`src/md5bh_pkg.sv`:
```
// Shared types, constants and step tables for the MD5 block hash core.
// Used by md5bh_compress and md5_block_hash_core; depends on nothing else.
package md5bh_pkg;

  localparam logic [31:0] IV_A = 32'h67452301;
  localparam logic [31:0] IV_B = 32'hefcdab89;
  localparam logic [31:0] IV_C = 32'h98badcfe;
  localparam logic [31:0] IV_D = 32'h10325476;

  localparam int BLOCK_WORDS = 16;
  localparam int WORD_BITS   = 32;

  typedef enum logic [1:0] {
    T_IDLE,
    T_COMP,
    T_OUT
  } top_state_t;

  typedef enum logic {
    C_IDLE,
    C_RUN
  } cmp_state_t;

  typedef struct packed {
    logic start;
  } cmp_ctrl_t;

  typedef struct packed {
    logic busy;
    logic done;
  } cmp_stat_t;

  function automatic logic [31:0] round_const(input logic [5:0] i);
    logic [31:0] k;
    case (i)
      6'd0:  k = 32'hd76aa478;  6'd1:  k = 32'he8c7b756;
      6'd2:  k = 32'h242070db;  6'd3:  k = 32'hc1bdceee;
      6'd4:  k = 32'hf57c0faf;  6'd5:  k = 32'h4787c62a;
      6'd6:  k = 32'ha8304613;  6'd7:  k = 32'hfd469501;
      6'd8:  k = 32'h698098d8;  6'd9:  k = 32'h8b44f7af;
      6'd10: k = 32'hffff5bb1;  6'd11: k = 32'h895cd7be;
      6'd12: k = 32'h6b901122;  6'd13: k = 32'hfd987193;
      6'd14: k = 32'ha679438e;  6'd15: k = 32'h49b40821;
      6'd16: k = 32'hf61e2562;  6'd17: k = 32'hc040b340;
      6'd18: k = 32'h265e5a51;  6'd19: k = 32'he9b6c7aa;
      6'd20: k = 32'hd62f105d;  6'd21: k = 32'h02441453;
      6'd22: k = 32'hd8a1e681;  6'd23: k = 32'he7d3fbc8;
      6'd24: k = 32'h21e1cde6;  6'd25: k = 32'hc33707d6;
      6'd26: k = 32'hf4d50d87;  6'd27: k = 32'h455a14ed;
      6'd28: k = 32'ha9e3e905;  6'd29: k = 32'hfcefa3f8;
      6'd30: k = 32'h676f02d9;  6'd31: k = 32'h8d2a4c8a;
      6'd32: k = 32'hfffa3942;  6'd33: k = 32'h8771f681;
      6'd34: k = 32'h6d9d6122;  6'd35: k = 32'hfde5380c;
      6'd36: k = 32'ha4beea44;  6'd37: k = 32'h4bdecfa9;
      6'd38: k = 32'hf6bb4b60;  6'd39: k = 32'hbebfbc70;
      6'd40: k = 32'h289b7ec6;  6'd41: k = 32'heaa127fa;
      6'd42: k = 32'hd4ef3085;  6'd43: k = 32'h04881d05;
      6'd44: k = 32'hd9d4d039;  6'd45: k = 32'he6db99e5;
      6'd46: k = 32'h1fa27cf8;  6'd47: k = 32'hc4ac5665;
      6'd48: k = 32'hf4292244;  6'd49: k = 32'h432aff97;
      6'd50: k = 32'hab9423a7;  6'd51: k = 32'hfc93a039;
      6'd52: k = 32'h655b59c3;  6'd53: k = 32'h8f0ccc92;
      6'd54: k = 32'hffeff47d;  6'd55: k = 32'h85845dd1;
      6'd56: k = 32'h6fa87e4f;  6'd57: k = 32'hfe2ce6e0;
      6'd58: k = 32'ha3014314;  6'd59: k = 32'h4e0811a1;
      6'd60: k = 32'hf7537e82;  6'd61: k = 32'hbd3af235;
      6'd62: k = 32'h2ad7d2bb;  6'd63: k = 32'heb86d391;
      default: k = 32'h0;
    endcase
    return k;
  endfunction

  // Message word used by step i; all index arithmetic is mod 16.
  function automatic logic [3:0] msg_index(input logic [5:0] i);
    logic [3:0] lo;
    logic [3:0] idx;
    lo = i[3:0];
    case (i[5:4])
      2'd0:    idx = lo;
      2'd1:    idx = 4'((lo << 2) + lo + 4'd1);
      2'd2:    idx = 4'((lo << 1) + lo + 4'd5);
      2'd3:    idx = 4'((lo << 3) - lo);
      default: idx = lo;
    endcase
    return idx;
  endfunction

  function automatic logic [4:0] rot_amt(input logic [5:0] i);
    logic [4:0] s;
    case ({i[5:4], i[1:0]})
      4'd0:  s = 5'd7;   4'd1:  s = 5'd12;  4'd2:  s = 5'd17;  4'd3:  s = 5'd22;
      4'd4:  s = 5'd5;   4'd5:  s = 5'd9;   4'd6:  s = 5'd14;  4'd7:  s = 5'd20;
      4'd8:  s = 5'd4;   4'd9:  s = 5'd11;  4'd10: s = 5'd16;  4'd11: s = 5'd23;
      4'd12: s = 5'd6;   4'd13: s = 5'd10;  4'd14: s = 5'd15;  4'd15: s = 5'd21;
      default: s = 5'd0;
    endcase
    return s;
  endfunction

  function automatic logic [31:0] rotl32(input logic [31:0] x, input logic [4:0] s);
    logic [63:0] dbl;
    dbl = {x, x} << s;
    return dbl[63:32];
  endfunction

endpackage

```
`src/md5bh_ram.sv`:
```
// Generic single-port-write, single-port-read RAM with registered read data.
// No dependencies.
module md5bh_ram #(
  parameter int WIDTH = 32,
  parameter int DEPTH = 16
) (
  input  logic                     clk,
  input  logic                     we,
  input  logic [$clog2(DEPTH)-1:0] waddr,
  input  logic [WIDTH-1:0]         wdata,
  input  logic [$clog2(DEPTH)-1:0] raddr,
  output logic [WIDTH-1:0]         rdata
);

  logic [WIDTH-1:0] mem [DEPTH];

  always_ff @(posedge clk) begin
    if (we) begin
      mem[waddr] <= wdata;
    end
    rdata <= mem[raddr];
  end

endmodule

```
`src/md5bh_compress.sv`:
```
// MD5 compression sequencer: one of the 64 steps per cycle, each message word
// read from the block RAM in the cycle before its step. Depends on md5bh_pkg.
module md5bh_compress (
  input  logic                  clk,
  input  logic                  rst,
  input  md5bh_pkg::cmp_ctrl_t  ctrl,
  output md5bh_pkg::cmp_stat_t  stat,
  input  logic [31:0]           init_a,
  input  logic [31:0]           init_b,
  input  logic [31:0]           init_c,
  input  logic [31:0]           init_d,
  output logic [3:0]            rd_addr,
  input  logic [31:0]           rd_data,
  output logic [31:0]           res_a,
  output logic [31:0]           res_b,
  output logic [31:0]           res_c,
  output logic [31:0]           res_d
);
  import md5bh_pkg::*;

  cmp_state_t  state, state_next;
  logic [5:0]  step;
  logic [31:0] wa, wb, wc, wd;
  logic [31:0] f;
  logic [31:0] sum;
  logic [31:0] new_b;

  always_ff @(posedge clk) begin
    if (rst) begin
      state <= C_IDLE;
    end else begin
      state <= state_next;
    end
  end

  always_comb begin
    state_next = state;
    stat.busy  = 1'b0;
    stat.done  = 1'b0;
    rd_addr    = msg_index(6'd0);
    case (state)
      C_IDLE: begin
        if (ctrl.start) begin
          state_next = C_RUN;
        end
      end
      C_RUN: begin
        stat.busy = 1'b1;
        rd_addr   = msg_index(step + 6'd1);
        if (step == 6'd63) begin
          stat.done  = 1'b1;
          state_next = C_IDLE;
        end
      end
      default: state_next = C_IDLE;
    endcase
  end

  always_comb begin
    case (step[5:4])
      2'd0:    f = (wb & wc) | (~wb & wd);
      2'd1:    f = (wb & wd) | (wc & ~wd);
      2'd2:    f = wb ^ wc ^ wd;
      2'd3:    f = wc ^ (wb | ~wd);
      default: f = wb ^ wc ^ wd;
    endcase
    sum   = wa + f + round_const(step) + rd_data;
    new_b = wb + rotl32(sum, rot_amt(step));
  end

  always_ff @(posedge clk) begin
    if (state == C_IDLE && ctrl.start) begin
      step <= 6'd0;
      wa   <= init_a;
      wb   <= init_b;
      wc   <= init_c;
      wd   <= init_d;
    end else if (state == C_RUN) begin
      step <= step + 6'd1;
      wa   <= wd;
      wb   <= new_b;
      wc   <= wb;
      wd   <= wc;
    end
  end

  assign res_a = wa;
  assign res_b = wb;
  assign res_c = wc;
  assign res_d = wd;

endmodule

```
`src/md5_block_hash_core.sv`:
```
// MD5 block hash core, top level: byte packing, block RAM, chaining words,
// byte counter and result register. Depends on md5bh_pkg, md5bh_ram and
// md5bh_compress.
//
// Usage: message bytes enter on in_valid/in_ready with data_byte and
// restart; restart set reloads the standard initial chaining words and
// clears the byte count before its own byte is taken. Every fourth byte
// writes one little-endian word into a 16-word block RAM. The transaction
// that carries the 64th byte of a block starts the compression, which runs
// one step per cycle, reading each message word from the RAM port in the
// cycle before its step. The T_OUT state then adds the result to the
// chaining words and loads the output register; in_ready stays low from
// the last byte of a block until that load, so no byte is taken while a
// block is compressed. Bytes are taken while an earlier result still waits
// in the output register; if the receiver still stalls when the next block
// is compressed, the core waits in T_OUT until the register is free. Reset
// loads the initial chaining words, clears the count and empties the output
// register; the block RAM is not cleared.
module md5_block_hash_core (
  input  logic        clk,
  input  logic        rst,
  input  logic        in_valid,
  output logic        in_ready,
  input  logic [7:0]  data_byte,
  input  logic        restart,
  output logic        out_valid,
  input  logic        out_ready,
  output logic [31:0] digest_a,
  output logic [31:0] digest_b,
  output logic [31:0] digest_c,
  output logic [31:0] digest_d,
  output logic [63:0] bytes_seen
);
  import md5bh_pkg::*;

  top_state_t  state, state_next;
  cmp_ctrl_t   cmp_ctrl;
  cmp_stat_t   cmp_stat;
  logic [31:0] chain_a, chain_b, chain_c, chain_d;
  logic [63:0] byte_count;
  logic [63:0] count_base;
  logic [5:0]  slot;
  logic [23:0] wbuf;
  logic        in_take;
  logic        ram_we;
  logic [3:0]  ram_raddr;
  logic [31:0] ram_rdata;
  logic [31:0] res_a, res_b, res_c, res_d;
  logic        out_load;

  assign in_ready   = (state == T_IDLE);
  assign in_take    = in_valid && in_ready;
  assign count_base = restart ? 64'd0 : byte_count;
  assign slot       = count_base[5:0];
  assign ram_we     = in_take && (slot[1:0] == 2'd3);
  assign cmp_ctrl.start = in_take && (slot == 6'd63);
  assign out_load   = (state == T_OUT) && (!out_valid || out_ready);

  md5bh_ram #(
    .WIDTH (WORD_BITS),
    .DEPTH (BLOCK_WORDS)
  ) u_block_ram (
    .clk   (clk),
    .we    (ram_we),
    .waddr (slot[5:2]),
    .wdata ({data_byte, wbuf}),
    .raddr (ram_raddr),
    .rdata (ram_rdata)
  );

  md5bh_compress u_compress (
    .clk     (clk),
    .rst     (rst),
    .ctrl    (cmp_ctrl),
    .stat    (cmp_stat),
    .init_a  (chain_a),
    .init_b  (chain_b),
    .init_c  (chain_c),
    .init_d  (chain_d),
    .rd_addr (ram_raddr),
    .rd_data (ram_rdata),
    .res_a   (res_a),
    .res_b   (res_b),
    .res_c   (res_c),
    .res_d   (res_d)
  );

  always_ff @(posedge clk) begin
    if (rst) begin
      state <= T_IDLE;
    end else begin
      state <= state_next;
    end
  end

  always_comb begin
    state_next = state;
    case (state)
      T_IDLE: begin
        if (cmp_ctrl.start) begin
          state_next = T_COMP;
        end
      end
      T_COMP: begin
        if (cmp_stat.done) begin
          state_next = T_OUT;
        end
      end
      T_OUT: begin
        if (out_load) begin
          state_next = T_IDLE;
        end
      end
      default: state_next = T_IDLE;
    endcase
  end

  always_ff @(posedge clk) begin
    if (rst) begin
      chain_a    <= IV_A;
      chain_b    <= IV_B;
      chain_c    <= IV_C;
      chain_d    <= IV_D;
      byte_count <= 64'd0;
      out_valid  <= 1'b0;
    end else begin
      if (in_take) begin
        byte_count <= count_base + 64'd1;
        if (restart) begin
          chain_a <= IV_A;
          chain_b <= IV_B;
          chain_c <= IV_C;
          chain_d <= IV_D;
        end
      end
      if (out_load) begin
        chain_a   <= chain_a + res_a;
        chain_b   <= chain_b + res_b;
        chain_c   <= chain_c + res_c;
        chain_d   <= chain_d + res_d;
        out_valid <= 1'b1;
      end else if (out_valid && out_ready) begin
        out_valid <= 1'b0;
      end
    end
  end

  // The low three bytes of a word wait here until its top byte arrives.
  always_ff @(posedge clk) begin
    if (in_take) begin
      case (slot[1:0])
        2'd0:    wbuf[7:0]   <= data_byte;
        2'd1:    wbuf[15:8]  <= data_byte;
        2'd2:    wbuf[23:16] <= data_byte;
        default: wbuf        <= wbuf;
      endcase
    end
  end

  always_ff @(posedge clk) begin
    if (out_load) begin
      digest_a   <= chain_a + res_a;
      digest_b   <= chain_b + res_b;
      digest_c   <= chain_c + res_c;
      digest_d   <= chain_d + res_d;
      bytes_seen <= byte_count;
    end
  end

  a_no_input_while_busy: assert property (@(posedge clk) disable iff (rst)
    in_ready |-> !cmp_stat.busy)
    else $error("input accepted while compression runs");

  a_done_in_comp: assert property (@(posedge clk) disable iff (rst)
    cmp_stat.done |-> (state == T_COMP))
    else $error("compression finished outside the compress state");

  a_start_runs: assert property (@(posedge clk) disable iff (rst)
    cmp_ctrl.start |=> cmp_stat.busy)
    else $error("compression did not start after the last byte of a block");

  a_block_aligned: assert property (@(posedge clk) disable iff (rst)
    (state != T_IDLE) |-> (byte_count[5:0] == 6'd0))
    else $error("compression running on an incomplete block");

endmodule

```
`config.mk`:
```
export PLATFORM = sky130hd
export DESIGN_NAME = md5_block_hash_core
export DESIGN_NICKNAME = d
export VERILOG_FILES = /design/src/md5bh_pkg.sv /design/src/md5bh_ram.sv /design/src/md5bh_compress.sv /design/src/md5_block_hash_core.sv
export SDC_FILE = /design/constraint.sdc
export NUM_CORES = 2
export LEC_CHECK = 0
export ABC_AREA = 0
export BUFFER_PORTS_ARGS = -buffer_cell sky130_fd_sc_hd__buf_2
export CORE_MARGIN = 2
export CORE_UTILIZATION = 55
export CTS_CLUSTER_DIAMETER = 30
export DETAILED_ROUTE_END_ITERATION = 8
export PLACE_DENSITY = 0.72
export SYNTH_ARGS = -nofsm -noshare
export SYNTH_HDL_FRONTEND = slang
export SYNTH_HIERARCHICAL = 1
export SYNTH_SLANG_ARGS = --single-unit
```
`constraint.sdc`:
```
create_clock -name clk -period 15.55 [get_ports clk]
set_input_delay 3.11 -clock clk [delete_from_list [all_inputs] [get_ports clk]]
set_output_delay 3.11 -clock clk [all_outputs]
set_load 0.02 [all_outputs]
```
==> results.ini <==
[route]
vias_per_cell=6.34
via_count=44800
wl_per_cell_um=25.4
drt.antenna.violating_nets=0
drtIter0Drc=5752
drcViolationCount=0
wl_um=179000
drtPass1Iterations=6

[sta]
setup_viol_count_final=0
hold_violations=0
fin_crit_sh_pct=67.5
relSlewSlack_pct=19.9
final-max-slew-violation-count=0
fin_crit_ns=10.49
tns_ns=0
skew_ns=0.0700
fmax_mhz=95.3
worst_slack_ns=5.06
rsz0062_at_grt=no
fin_hold_ws_ns=0.451
tightest_slew_ns=1.20

[critical_path]
cp-end-kind=flop
cpMostUsedCell=a21oi_1
slowest_stage=buf_4
cp.required_ns=16.04
cp_max_fo=128
start_kind=flop
cp_slowest_stage_delay_ns=0.95
crit_arrival_ns=10.98
timing_worst_setup_path_type=flop to flop

[finish]
fill_cells=7990
final_cell_area_um2=68900
multi_input_area_um2=26300
drive_gt1_share_pct=15.1
postLayoutCoreUtil_pct=64.3
final_nets=5775
syn_to_final_growth_pct=16.0
mostFrequentLayoutCells=edfxtp_1, nand2_1, a21oi_1
register_area_um2=31100
layout_commonest_cell=edfxtp_1
stdcell_count=7063

[clocking]
tritoncts=yes
cts_resized=0
clk_pin_slew_worst_paths_ns=0.05
hold_buffers=0
post_cts_buffers=0
cts_sinks=1127
clkLatencyLatePin_ns=0.82
htree_levels=4
cts_made_buffers=199
cts_max_path_buffers=3
clockRootBuffer=clkbuf_16

[logic_synthesis]
syn_avg_cell_area_um2=11.2
synth_area_um2=59400
synth_cells=5317
ys_warn_count=6
syn-num-nets=5613

[status]
status=finished clean

[grt]
grt_usage_pct=31.8
grt_pass1_vias=43400
grt_overflow=0
grt_max_degree=129
antenna_found_initial=4
grt_pass1_wl_um=267000

[power]
power_density_nw_per_um2=115
p_leak_nw=26.1
p_total_mw=7.92
peakVddDrop_mv=0.170

[floorplanning]
num_rows=120
start_util_pct=55.4
io_pins=207
die_w_um=333
dieHeight_um=333
core_area_um2=107000
dieArea_um2=111000

[place]
dp_cells=6681
io_buffer_count=206
place_area_um2=61600
dp_hpwl_um=116000
place.gp.congestion=0.990
dpl_worst_slack_ns=5.42

[hold_path]
worstHoldPathType=flop to flop

[run]
cap_violations=0

## worst paths after layout
kind	slack (ns)	depth (start not counted)	from	endpoint
worst min register to register	0.45	0	byte_count[45]$_SDFFE_PP0P_	bytes_seen[45]$_DFFE_PP_
worst min-delay path	0.45	0	byte_count[45]$_SDFFE_PP0P_	bytes_seen[45]$_DFFE_PP_
worst max register to register	5.06	32	u_compress/step[4]$_SDFFE_PP0P_	u_compress/res_b[31]$_DFFE_PP_
worst max-delay path	5.06	32	u_compress/step[4]$_SDFFE_PP0P_	u_compress/res_b[31]$_DFFE_PP_
## power breakdown
group          total, mW  switching (mW)  internal [mW]
registers           3.23         0.00972           3.22
logic             0.0700          0.0514         0.0186
clock network       4.61            1.62           2.99
total               7.92            1.68           6.23
## sequential cells by signal (all words and copies together) (netlist names), named ones only
| register | count |
|---|---|
| byte_count | 64 |
| bytes_seen | 64 |
| chain_a | 32 |
| chain_b | 32 |
| chain_c | 32 |
| chain_d | 32 |
| digest_a | 32 |
| digest_b | 32 |
| digest_c | 32 |
| digest_d | 32 |
| out_valid | 1 |
| state | 2 |
| u_block_ram/mem | 512 |
| u_block_ram/rdata | 32 |
| u_compress/res_a | 32 |
| u_compress/res_b | 32 |
| u_compress/res_c | 32 |
| u_compress/res_d | 32 |
| u_compress/state | 1 |
| u_compress/step | 6 |
| wbuf | 24 |
## per-layer routing
layer | share of wire (%) | GRT usage (%) | vias to the layer above
met3 | 7.6 | 5.27 | 484
li1 | - | - | 20100
met4 | 5.5 | 16.9 | 2
met1 | 38 | 39.8 | 21800
met2 | 49 | 53.2 | 2328
met5 | 0.0072 | 0 | -
## cell type report
class                           instances  share of cell area [%]
Clock inverter                        135                    2.87
Clock buffer                          245                    7.69
Multi-Input combinational cell       3641                    38.2
Timing Repair Buffer                  265                    2.14
Inverter                              245                    1.35
Antenna cell                            2                 0.00727
Tap cell                             1403                    2.55
Sequential cell                      1127                    45.2
## worst max-delay path: cells and delay by family, from the launching register on
| family | cells | cell delay (ns) |
|---|---|---|
| compound gates | 16 | 4.31 |
| flops | 1 | 0.73 |
| mux | 2 | 0.57 |
| xor+xnor | 4 | 0.81 |
| fa+ha+maj | 4 | 1.74 |
| buf+inv | 2 | 0.99 |
| simple gates | 4 | 0.89 |
Note: power is estimated with default switching activity, not from simulation.
